[src/rtl/ubxpp_pkg.sv]
`default_nettype none

package ubxpp_pkg;

    localparam logic [7:0] SYNC_FIRST  = 8'hB5;
    localparam logic [7:0] SYNC_SECOND = 8'h62;

    localparam int PAYLOAD_BYTES = 24;
    localparam int WORD_COUNT    = 6;
    localparam int INDEX_W       = 5;
    localparam int WORD_SEL_W    = 3;

    localparam logic [INDEX_W-1:0] LAST_INDEX = INDEX_W'(PAYLOAD_BYTES - 1);

    // Configuration register indexes.
    localparam logic [1:0] REG_CLASS = 2'd0;
    localparam logic [1:0] REG_ID    = 2'd1;
    localparam logic [1:0] REG_SKIP  = 2'd2;

    localparam logic [7:0] CLASS_RESET = 8'h01;
    localparam logic [7:0] ID_RESET    = 8'h02;
    localparam logic [7:0] SKIP_RESET  = 8'd6;

    typedef struct packed {
        logic signed [31:0] longitude;
        logic signed [31:0] latitude;
        logic signed [31:0] ellipsoid_height;
        logic signed [31:0] sea_level_height;
        logic [31:0]        horizontal_accuracy;
        logic [31:0]        vertical_accuracy;
    } pos_result_t;

endpackage

`default_nettype wire

[src/rtl/ubxpp_in_reg.sv]
`default_nettype none

module ubxpp_in_reg (
    input  wire logic       clk,
    input  wire logic       rst_n,
    input  wire logic       rx_valid,
    output logic            rx_ready,
    input  wire logic [7:0] rx_byte,
    input  wire logic       take,
    output logic            stage_valid,
    output logic [7:0]      stage_byte
);

    logic       valid_reg;
    logic       valid_next;
    logic [7:0] byte_reg;
    logic       load;

    // A new transaction enters whenever the held byte is empty or leaves now.
    assign rx_ready   = !valid_reg || take;
    assign load       = rx_valid && rx_ready;
    assign valid_next = load || (valid_reg && !take);

    always_ff @(posedge clk or negedge rst_n)
    begin
        if (!rst_n)
        begin
            valid_reg <= 1'b0;
        end
        else
        begin
            valid_reg <= valid_next;
        end
    end

    always_ff @(posedge clk)
    begin
        if (load)
        begin
            byte_reg <= rx_byte;
        end
    end

    assign stage_valid = valid_reg;
    assign stage_byte  = byte_reg;

endmodule

`default_nettype wire

[src/rtl/ubxpp_parser.sv]
`default_nettype none

module ubxpp_parser (
    input  wire logic               clk,
    input  wire logic               rst_n,
    input  wire logic               cfg_write_en,
    input  wire logic [1:0]         cfg_index,
    input  wire logic [7:0]         cfg_data,
    input  wire logic               step,
    input  wire logic [7:0]         rx_byte,
    output logic                    emit,
    output ubxpp_pkg::pos_result_t  result
);

    typedef enum logic [2:0] {
        PH_HUNT    = 3'd0,
        PH_SYNC2   = 3'd1,
        PH_CLASS   = 3'd2,
        PH_ID      = 3'd3,
        PH_SKIP    = 3'd4,
        PH_CAPTURE = 3'd5
    } phase_t;

    phase_t                              phase_reg;
    phase_t                              phase_next;
    logic [7:0]                          skip_reg;
    logic [7:0]                          skip_next;
    logic [ubxpp_pkg::INDEX_W-1:0]       index_reg;
    logic [ubxpp_pkg::INDEX_W-1:0]       index_next;
    logic [7:0]                          class_reg;
    logic [7:0]                          id_reg;
    logic [7:0]                          skip_count_reg;
    logic [31:0]                         words_reg [ubxpp_pkg::WORD_COUNT];
    logic                                word_we;
    logic [ubxpp_pkg::WORD_SEL_W-1:0]    word_sel;
    logic [1:0]                          lane;

    assign word_sel = index_reg[ubxpp_pkg::INDEX_W-1:2];
    assign lane     = index_reg[1:0];

    always_ff @(posedge clk or negedge rst_n)
    begin
        if (!rst_n)
        begin
            class_reg      <= ubxpp_pkg::CLASS_RESET;
            id_reg         <= ubxpp_pkg::ID_RESET;
            skip_count_reg <= ubxpp_pkg::SKIP_RESET;
        end
        else if (cfg_write_en)
        begin
            case (cfg_index)
                ubxpp_pkg::REG_CLASS: class_reg      <= cfg_data;
                ubxpp_pkg::REG_ID:    id_reg         <= cfg_data;
                ubxpp_pkg::REG_SKIP:  skip_count_reg <= cfg_data;
                default:              ;
            endcase
        end
    end

    always_comb
    begin
        phase_next = phase_reg;
        skip_next  = skip_reg;
        index_next = index_reg;
        word_we    = 1'b0;
        if (step)
        begin
            case (phase_reg)
                PH_SYNC2:
                begin
                    phase_next = (rx_byte == ubxpp_pkg::SYNC_SECOND) ? PH_CLASS : PH_HUNT;
                end
                PH_CLASS:
                begin
                    phase_next = (rx_byte == class_reg) ? PH_ID : PH_HUNT;
                end
                PH_ID:
                begin
                    if (rx_byte == id_reg)
                    begin
                        skip_next  = skip_count_reg;
                        index_next = '0;
                        phase_next = (skip_count_reg == 8'd0) ? PH_CAPTURE : PH_SKIP;
                    end
                    else
                    begin
                        phase_next = PH_HUNT;
                    end
                end
                PH_SKIP:
                begin
                    skip_next = skip_reg - 8'd1;
                    if (skip_reg == 8'd1)
                    begin
                        phase_next = PH_CAPTURE;
                        index_next = '0;
                    end
                end
                PH_CAPTURE:
                begin
                    word_we = 1'b1;
                    if (index_reg == ubxpp_pkg::LAST_INDEX)
                    begin
                        index_next = '0;
                        phase_next = PH_HUNT;
                    end
                    else
                    begin
                        index_next = index_reg + ubxpp_pkg::INDEX_W'(1);
                    end
                end
                default:
                begin
                    phase_next = (rx_byte == ubxpp_pkg::SYNC_FIRST) ? PH_SYNC2 : PH_HUNT;
                end
            endcase
        end
    end

    always_ff @(posedge clk or negedge rst_n)
    begin
        if (!rst_n)
        begin
            phase_reg <= PH_HUNT;
            skip_reg  <= 8'd0;
            index_reg <= '0;
        end
        else
        begin
            phase_reg <= phase_next;
            skip_reg  <= skip_next;
            index_reg <= index_next;
        end
    end

    // Payload bytes arrive little-endian: the low index bits pick the byte lane.
    always_ff @(posedge clk)
    begin
        if (word_we && (word_sel < ubxpp_pkg::WORD_SEL_W'(ubxpp_pkg::WORD_COUNT)))
        begin
            words_reg[word_sel][8*lane +: 8] <= rx_byte;
        end
    end

    // The last payload byte completes the top lane of the last word, so it is
    // merged here rather than read back from the word store.
    assign emit = (phase_reg == PH_CAPTURE) && (index_reg == ubxpp_pkg::LAST_INDEX);

    always_comb
    begin
        result.longitude           = words_reg[0];
        result.latitude            = words_reg[1];
        result.ellipsoid_height    = words_reg[2];
        result.sea_level_height    = words_reg[3];
        result.horizontal_accuracy = words_reg[4];
        result.vertical_accuracy   = {rx_byte, words_reg[ubxpp_pkg::WORD_COUNT-1][23:0]};
    end

`ifndef SYNTHESIS
    a_index_range: assert property (@(posedge clk) disable iff (!rst_n)
        index_reg <= ubxpp_pkg::LAST_INDEX)
        else $error("payload index out of range");

    a_emit_returns_to_hunt: assert property (@(posedge clk) disable iff (!rst_n)
        step && emit |=> phase_reg == PH_HUNT && index_reg == '0)
        else $error("parser did not return to hunt after a frame");

    a_skip_ends_in_capture: assert property (@(posedge clk) disable iff (!rst_n)
        step && phase_reg == PH_SKIP && skip_reg == 8'd1
        |=> phase_reg == PH_CAPTURE && index_reg == '0)
        else $error("skip did not end in capture");
`endif

endmodule

`default_nettype wire

[src/rtl/ubxpp_out_reg.sv]
`default_nettype none

module ubxpp_out_reg (
    input  wire logic                   clk,
    input  wire logic                   rst_n,
    input  wire logic                   load,
    input  wire ubxpp_pkg::pos_result_t result,
    output logic                        free,
    output logic                        pos_valid,
    input  wire logic                   pos_ready,
    output ubxpp_pkg::pos_result_t      pos_data
);

    logic                   valid_reg;
    logic                   valid_next;
    ubxpp_pkg::pos_result_t data_reg;

    assign free       = !valid_reg || pos_ready;
    assign valid_next = load || (valid_reg && !pos_ready);

    always_ff @(posedge clk or negedge rst_n)
    begin
        if (!rst_n)
        begin
            valid_reg <= 1'b0;
        end
        else
        begin
            valid_reg <= valid_next;
        end
    end

    always_ff @(posedge clk)
    begin
        if (load)
        begin
            data_reg <= result;
        end
    end

    assign pos_valid = valid_reg;
    assign pos_data  = data_reg;

endmodule

`default_nettype wire

[src/rtl/ubx_position_frame_parser_unit.sv]
// A result enters the output register when the stage passes on the last payload byte, which
// is first held in the input register. Throughput: one byte per cycle; the parse stage
// between the input register and the result register sets that figure.
// The byte stream stalls only while a finished result waits in the output register.
// Reset (rst_n, asynchronous, active low) returns the parser to the sync hunt, empties both
// registers and loads the default class, id and skip count.
`default_nettype none

module ubx_position_frame_parser_unit (
    input  wire logic        clk,
    input  wire logic        rst_n,
    input  wire logic        cfg_write_en,
    input  wire logic [1:0]  cfg_index,
    input  wire logic [7:0]  cfg_data,
    input  wire logic        rx_valid,
    output logic             rx_ready,
    input  wire logic [7:0]  rx_byte,
    output logic             pos_valid,
    input  wire logic        pos_ready,
    output logic signed [31:0] longitude,
    output logic signed [31:0] latitude,
    output logic signed [31:0] ellipsoid_height,
    output logic signed [31:0] sea_level_height,
    output logic [31:0]      horizontal_accuracy,
    output logic [31:0]      vertical_accuracy
);

    logic                   stage_valid;
    logic                   stage_take;
    logic [7:0]             stage_byte;
    logic                   emit;
    logic                   out_free;
    ubxpp_pkg::pos_result_t result;
    ubxpp_pkg::pos_result_t pos_data;

    // A byte that completes a frame may only leave the stage when the result slot is free.
    assign stage_take = stage_valid && (!emit || out_free);

    ubxpp_in_reg u_in_reg (
        .clk         (clk),
        .rst_n       (rst_n),
        .rx_valid    (rx_valid),
        .rx_ready    (rx_ready),
        .rx_byte     (rx_byte),
        .take        (stage_take),
        .stage_valid (stage_valid),
        .stage_byte  (stage_byte)
    );

    ubxpp_parser u_parser (
        .clk          (clk),
        .rst_n        (rst_n),
        .cfg_write_en (cfg_write_en),
        .cfg_index    (cfg_index),
        .cfg_data     (cfg_data),
        .step         (stage_take),
        .rx_byte      (stage_byte),
        .emit         (emit),
        .result       (result)
    );

    ubxpp_out_reg u_out_reg (
        .clk       (clk),
        .rst_n     (rst_n),
        .load      (stage_take && emit),
        .result    (result),
        .free      (out_free),
        .pos_valid (pos_valid),
        .pos_ready (pos_ready),
        .pos_data  (pos_data)
    );

    assign longitude           = pos_data.longitude;
    assign latitude            = pos_data.latitude;
    assign ellipsoid_height    = pos_data.ellipsoid_height;
    assign sea_level_height    = pos_data.sea_level_height;
    assign horizontal_accuracy = pos_data.horizontal_accuracy;
    assign vertical_accuracy   = pos_data.vertical_accuracy;

`ifndef SYNTHESIS
    a_no_overwrite: assert property (@(posedge clk) disable iff (!rst_n)
        stage_take && emit |-> !pos_valid || pos_ready)
        else $error("result register overwritten while still held");

    a_stall_on_full: assert property (@(posedge clk) disable iff (!rst_n)
        stage_valid && emit && pos_valid && !pos_ready |-> !rx_ready)
        else $error("input accepted while the frame end is stalled");

    a_emit_loads: assert property (@(posedge clk) disable iff (!rst_n)
        stage_take && emit |=> pos_valid)
        else $error("completed frame did not reach the output");
`endif

endmodule

`default_nettype wire
[config.mk]
export PLATFORM = sky130hd
export DESIGN_NAME = ubx_position_frame_parser_unit
export DESIGN_NICKNAME = d
export VERILOG_FILES = /design/src/rtl/ubxpp_pkg.sv /design/src/rtl/ubxpp_in_reg.sv /design/src/rtl/ubxpp_parser.sv /design/src/rtl/ubxpp_out_reg.sv /design/src/rtl/ubx_position_frame_parser_unit.sv
export SDC_FILE = /design/constraint.sdc
export NUM_CORES = 1
export LEC_CHECK = 0
export ABC_AREA = 1
export BUFFER_PORTS_ARGS = -buffer_cell sky130_fd_sc_hd__buf_4
export CORE_UTILIZATION = 35
export CTS_CLUSTER_SIZE = 12
export DETAILED_ROUTE_END_ITERATION = 12
export PLACE_DENSITY = 0.49
export SKIP_CTS_REPAIR_TIMING = 1
export SYNTH_ARGS = -nofsm -noshare
export SYNTH_HDL_FRONTEND = slang
export SYNTH_SLANG_ARGS = --single-unit
[constraint.sdc]
create_clock -name clk -period 11.3 [get_ports clk]
set_input_delay 2.26 -clock clk [delete_from_list [all_inputs] [get_ports clk]]
set_output_delay 2.26 -clock clk [all_outputs]
set_load 0.005 [all_outputs]
==> results of run 1 <==
how the worst max path moves through the flow:
stage                          endpoint  slack (ps)  cells after the start
global placement               rx_ready        6180                      4
CTS                            rx_ready        6170                      4
detailed placement             rx_ready        6180                      4
finish                         rx_ready        6190                      4
floorplan           ellipsoid_height[0]        4250                      7
global route                   rx_ready        6140                      4
area by class of cell:
| type | count | share of cell area [%] |
|---|---|---|
| Sequential cell | 426 | 69.5 |
| Tap cell | 532 | 3.68 |
| Clock inverter | 10 | 0.394 |
| Inverter | 69 | 1.49 |
| Multi-Input combinational cell | 344 | 9.40 |
| Timing Repair Buffer | 218 | 9.04 |
| Clock buffer | 57 | 6.47 |
layer usage:
layer	up-vias	share of wire, %	GRT usage, %	wire, um
met4	0	1.7	3.89	537
li1	3556	-	-	-
met2	196	49	24.0	15300
met1	3659	45	19.9	13900
met3	47	4.8	2.68	1510
met5	-	0	0	0
cells in the final DEF (no fill, tap or decap), types with 7 or more instances in the layout:
| cell type | count |
|---|---|
| buf_4 | 218 |
| clkbuf_1 | 12 |
| clkbuf_16 | 45 |
| clkinv_1 | 7 |
| dfrtp_1 | 38 |
| edfxtp_1 | 384 |
| ha_1 | 7 |
| inv_1 | 57 |
| inv_2 | 9 |
| nand2_1 | 129 |
| nand3_1 | 37 |
| nand4_1 | 12 |
| nor2_1 | 67 |
| nor3_1 | 20 |
| o21ai_0 | 43 |
worst max-delay path: stages:
cell	delay, ps
buf_4	110
nor2_1	150
nand4_1	160
buf_4	170
Yosys cell counts:
cell type / count
a21oi_4: 1
a31oi_1: 1
buf_2: 6
buf_4: 1
buf_6: 2
clkbuf_1: 4
clkinv_1: 1
dfrtp_1: 38
dfstp_2: 4
edfxtp_1: 384
ha_1: 7
inv_1: 58
inv_2: 9
inv_6: 1
nand2_1: 129
nand2_2: 2
nand2_4: 2
nand3_1: 37
nand3_2: 2
nand3_4: 5
nand4_1: 12
nand4_2: 1
nor2_1: 67
nor2_2: 5
nor2_4: 2
nor3_1: 20
nor4_1: 1
o21ai_0: 43
o21ai_1: 1
o21ai_2: 1
o21ai_4: 1
xnor2_1: 2
xor2_1: 2
power by group through the flow:
stage	registers [W]	clock network (W)	logic, W
2_1_floorplan	0.00180	0	0.000166
3_3_place_gp	0.00182	0	0.000222
3_5_place_dp	0.00182	0	0.000226
4_1_cts	0.00179	0.00132	0.000226
5_1_grt	0.00179	0.00138	0.000259
6_report	0.00179	0.00128	0.000224
logic make-up after synthesis:
kind of cell	count (synthesis)
flops	426
simple gates	285
buf+inv	82
compound gates	48
fa+ha+maj	7
xor+xnor	4
stage by stage:
stage	hold slack [ps]	instances	area (um^2)	setup WS, ps	util, %
2_1_floorplan	400	852	14600	4250	-
3_3_place_gp	401	1589	16900	6180	41.1
3_5_place_dp	405	1589	16900	6180	41.1
4_1_cts	410	1656	18100	6170	44.1
5_1_grt	420	1656	18100	6140	44.1
6_report	409	1656	18100	6190	44.1
==> impl_metrics.csv, run 1 <==
group,metric,value,unit
status,status,"finished, violations left",
status,violations,"design-rule violations",
detailed_routing,drt_iter0_drc,534,
yosys,synth.net_count,882,
placed_design,port_buffers,216,
clocking,clock_latency,540,ps
detailed_routing,viasPerCell,4.50,
yosys,synth_area_per_cell,17.2,um^2
power,sw_frac_of_total,22.3,%
cells_and_area,seqCellArea,12600,um^2
yosys,synth_fa_ha_area_share,0.599,%
die,row_count,74,
setup_path,reg2reg_slack,8030,ps
yosys,synth_area,14600,um^2
yosys,synth_compound_area_share,1.83,%
yosys,netlist.area_leader.share,78.8,%
power,power.internal,0.00256,W
cells_and_area,largest_reg_flops,184,
clocking,cts_buffer_depth,3,
setup_path,crit_type,"input port to output pin",
cells_and_area,nNetsFinal,1133,
yosys,synth_mux_area_share,0,%
clocking,cts_tree,"built",
timing,period_minus_slack,5110,ps
yosys,ys_ff_latch,426,
global_routing,grt_max_degree,80,
detailed_routing,dr_total_vias,7458,
yosys,synth_simple_gate_area_share,8.96,%
cells_and_area,fillers,3669,
setup_path,critPathLaunchType,"input port",
cells_and_area,area_delta_synth_final,23.8,%
global_routing,grt_pass1_wl,45200,um
timing,tightest_slew,1010,ps
yosys,synth_xor_area_share,0.240,%
yosys,yosys.area.top_type,"edfxtp_1",
clocking,cts.htree.levels,2,
yosys,synth_area_leaders,"edfxtp_1 79%, dfrtp_1 6.5%, nand2_1 3.3%",
power,switchingPower,0.000736,W
die,initial_core_util,35.7,%
setup_path,worst_ep_required_time,9040,ps
global_routing,grt_use_total,14.6,%
yosys,ys_warn_count,0,
cells_and_area,n_antenna_cell,0,
power,p_leak,6.95,nW
worst_hold_path,hp-start,"u_parser.words_reg[3][19]",
power,max-vdd-ir-drop,0.0841,mV
timing,slew_viol_final,0,
detailed_routing,dr.pass1.iters,9,
clocking,clockRootBuffer,"clkbuf_16",
timing,period_share,45.3,%
timing,relSlewSlack,32.9,%
power,power_density,182,nW/um^2
setup_path,critical_path_peak_fanout,3,
global_routing,grt_pass1_vias,7253,
power,clock_power_share,39.0,%
cells_and_area,multi_input_area,1700,um^2
worst_hold_path,whs_path_depth,0,
clocking,clock_sinks,426,
power,power_frac_seq,54.2,%
die,die_w,206,um
die,dieHeight,206,um
worst_hold_path,whs_endpoint,"sea_level_height[19]",
yosys,ys_types,33,
setup_path,end_kind,"output pin",
timing,fmax,196,MHz
yosys,synth-seq-area-share,86.0,%
global_routing,antenna_found_initial,0,
cells_and_area,drive_gt1_share,27.0,%
detailed_routing,wl_per_cell,18.9,um
timing,finalHoldViolations,0,
power,power_frac_comb,6.8,%
worst_hold_path,holdCritPathClass,"register to register",
clocking,clkTransAtPathRegs,60,ps
placed_design,place_hpwl,21900,um
timing,skew,14.4,ps
placed_design,gp_congestion,0.823,
global_routing,overflow,0,
setup_path,crit_path_start,"pos_ready",
detailed_routing,ant_nets,0,
setup_path,cp_data_arrival_time,2850,ps
clocking,cts_made_buffers,44,
setup_path,r2r-start,"u_parser.index_reg[0]",
yosys,synth_top_family_by_area,"simple AND/OR/NAND/NOR gates",
setup_path,reg2reg_to,"horizontal_accuracy[18]",
die,dieArea,42600,um^2
timing,rsz0062_at_grt,"no",
detailed_routing,drcViolationCount,15,
run,max_cap_violations,0,
yosys,syn_inst,852,
timing,tns,0,ps
detailed_routing,wl,31300,um
setup_path,rr_worst_depth,9,
timing,setup_viol,0,
power,power,0.00330,W
die,ios,217,
die,core-area,41000,um^2
(Power assumes the default switching activity.)
==> inputs of run 2 (changes only) <==
- clock period: 11.3 -> 5.15 ns (I/O delays scaled with it)
==> run 2 against run 1 <==
The run still ends with design-rule violations left. Final cell count grew 0.36%. Combinational power grew 110%. Sequential power grew 120%. Total power grew 130%. Clock skew grew 4.2 ps. Hold slack gained 5.1 ps. Clock power grew 150%. Routed wire length grew 3.5%. First-iteration DRC count shrank 20%. Die area is the same. Largest power group unchanged.
==> impl_metrics.csv, run 2 (synthesis results as in run 1) <==
group,metric,value,unit
timing,relSlewSlack,15.8,%
setup_path,critical_path_peak_fanout,14,
status,status,"finished, violations left",
power,power_frac_seq,51.9,%
detailed_routing,dr_total_vias,7538,
setup_path,path_cells,"ha_1 > nand4_2 > inv_2 > nand4_1 > buf_4",
global_routing,grt_pass1_wl,46500,um
power,power_frac_comb,6.3,%
clocking,cts_tree,"built",
timing,fmax,302,MHz
detailed_routing,drcViolationCount,15,
setup_path,cp_data_arrival_time,2280,ps
cells_and_area,drive_gt1_share,27.7,%
setup_path,critical-path-max-stage-delay,620,ps
clocking,clock_latency,570,ps
global_routing,grt_use_total,15.2,%
setup_path,crit_path_start,"u_parser.index_reg[0]",
global_routing,antenna_found_initial,0,
setup_path,worst_ep_required_time,4120,ps
setup_path,critPathLaunchType,"register",
setup_path,r2r-start,"u_parser.index_reg[0]",
detailed_routing,ant_nets,0,
die,initial_core_util,35.7,%
clocking,cts_made_buffers,46,
power,clock_power_share,41.8,%
setup_path,reg2reg_slack,2100,ps
timing,skew,18.6,ps
power,switchingPower,0.00169,W
timing,tightest_slew,1260,ps
global_routing,use_met2,24.9,%
power,max-vdd-ir-drop,0.220,mV
clocking,clockRootBuffer,"clkbuf_16",
die,dieArea,42600,um^2
power,power_density,414,nW/um^2
cells_and_area,seqCellArea,12600,um^2
placed_design,port_buffers,216,
timing,period_minus_slack,3310,ps
worst_hold_path,hp-start,"u_parser.words_reg[5][10]",
timing,finalHoldViolations,0,
timing,period_share,64.3,%
cells_and_area,area_delta_synth_final,25.1,%
placed_design,place_hpwl,22600,um
detailed_routing,dr.pass1.iters,8,
clocking,clock_sinks,426,
cells_and_area,multi_input_area,1700,um^2
setup_path,cpMaxStageDelayCell,"dfrtp_1",
cells_and_area,n_antenna_cell,0,
timing,tns,0,ps
global_routing,grt.busiest_layer,"met2",
cells_and_area,nNetsFinal,1134,
power,power.internal,0.00588,W
global_routing,met1_usage,19.8,%
power,sw_frac_of_total,22.4,%
clocking,cts_buffer_depth,3,
die,die_w,206,um
clocking,clkTransAtPathRegs,60,ps
die,dieHeight,206,um
setup_path,crit_type,"register to output pin",
timing,slew_viol_final,0,
clocking,cts.htree.levels,2,
cells_and_area,largest_reg_flops,184,
detailed_routing,viasPerCell,4.54,
setup_path,end_kind,"output pin",
worst_hold_path,holdCritPathClass,"register to register",
cells_and_area,utilization,44.6,%
timing,setup_viol,0,
die,ios,217,
power,p_leak,7.02,nW
die,core-area,41000,um^2
detailed_routing,wl_per_cell,19.5,um
global_routing,grt_pass1_vias,7504,
cells_and_area,fillers,3607,
cells_and_area,layout_commonest_cell,"edfxtp_1",
global_routing,overflow,0,
global_routing,grt_max_degree,193,
detailed_routing,wl,32300,um
global_routing,grtUsageMet3,3.72,%
timing,rsz0062_at_grt,"no",
detailed_routing,drt_iter0_drc,427,
placed_design,gp_congestion,0.791,
status,violations,"design-rule violations",
run,max_cap_violations,0,
die,row_count,74,
cells_and_area,layout_common_cells,"384 x edfxtp_1, 216 x buf_4, 129 x nand2_1, 67 x nor2_1, 57 x inv_1",
## run 2: changes by cell type in the layout (fill, tap and decap cells not counted), sizes merged
cell,delta
buf,-1
clkinvlp,+3
bufinv,+4
## run 2: critical path, delay by kind of cell, from the launching register on
kind                       cells  cell delay, ps
DFF                            1             620
adders and majority gates      1             380
and+or+nand+nor                2             360
buffers and inverters          2             350
## run 2: metal layers
| layer | wire [um] | vias up |
|---|---|---|
| li1 | - | 3561 |
| met1 | 13600 | 3711 |
| met2 | 16100 | 220 |
| met3 | 2080 | 46 |
| met4 | 598 | 0 |
| met5 | 0 | - |
## run 2: per-stage QoR
step | total power, W | cells | cell area, um^2 | hold slack [ps] | setup slack (ps)
after floorplan | 0.00432 | 852 | 14600 | 400 | 239
after global placement | 0.00447 | 1588 | 16900 | 400 | 2170
after detailed placement | 0.00448 | 1588 | 16900 | 405 | 2140
after CTS | 0.00765 | 1662 | 18300 | 418 | 1820
after global routing | 0.00787 | 1662 | 18300 | 418 | 1670
final | 0.00757 | 1662 | 18300 | 414 | 1840
## run 2: layout make-up
class	instances	share of cell area (%)
inverters	69	1.46
repair buffers	217	8.97
flip-flops and latches	426	68.8
multi-input cells	344	9.30
clock buffers	57	6.52
clock inverters	17	1.31
well taps	532	3.64
## run 2: power groups by stage
stage          logic [W]  registers, W  clock network, W
2_1_floorplan   0.000364       0.00396                 0
3_3_place_gp    0.000474       0.00400                 0
3_5_place_dp    0.000483       0.00400                 0
4_1_cts         0.000484       0.00393           0.00324
5_1_grt         0.000559       0.00394           0.00337
6_report        0.000480       0.00393           0.00316
## run 2: worst paths after layout
| kind | end | cells after the start |
|---|---|---|
| max | rx_ready | 5 |
| min | vertical_accuracy[10] | 0 |
| max reg2reg | horizontal_accuracy[18] | 9 |
| min reg2reg | vertical_accuracy[10] | 0 |
| max in group asynchronous | u_parser.skip_count_reg[7] | 1 |
| min in group asynchronous | u_parser.skip_reg[6] | 1 |
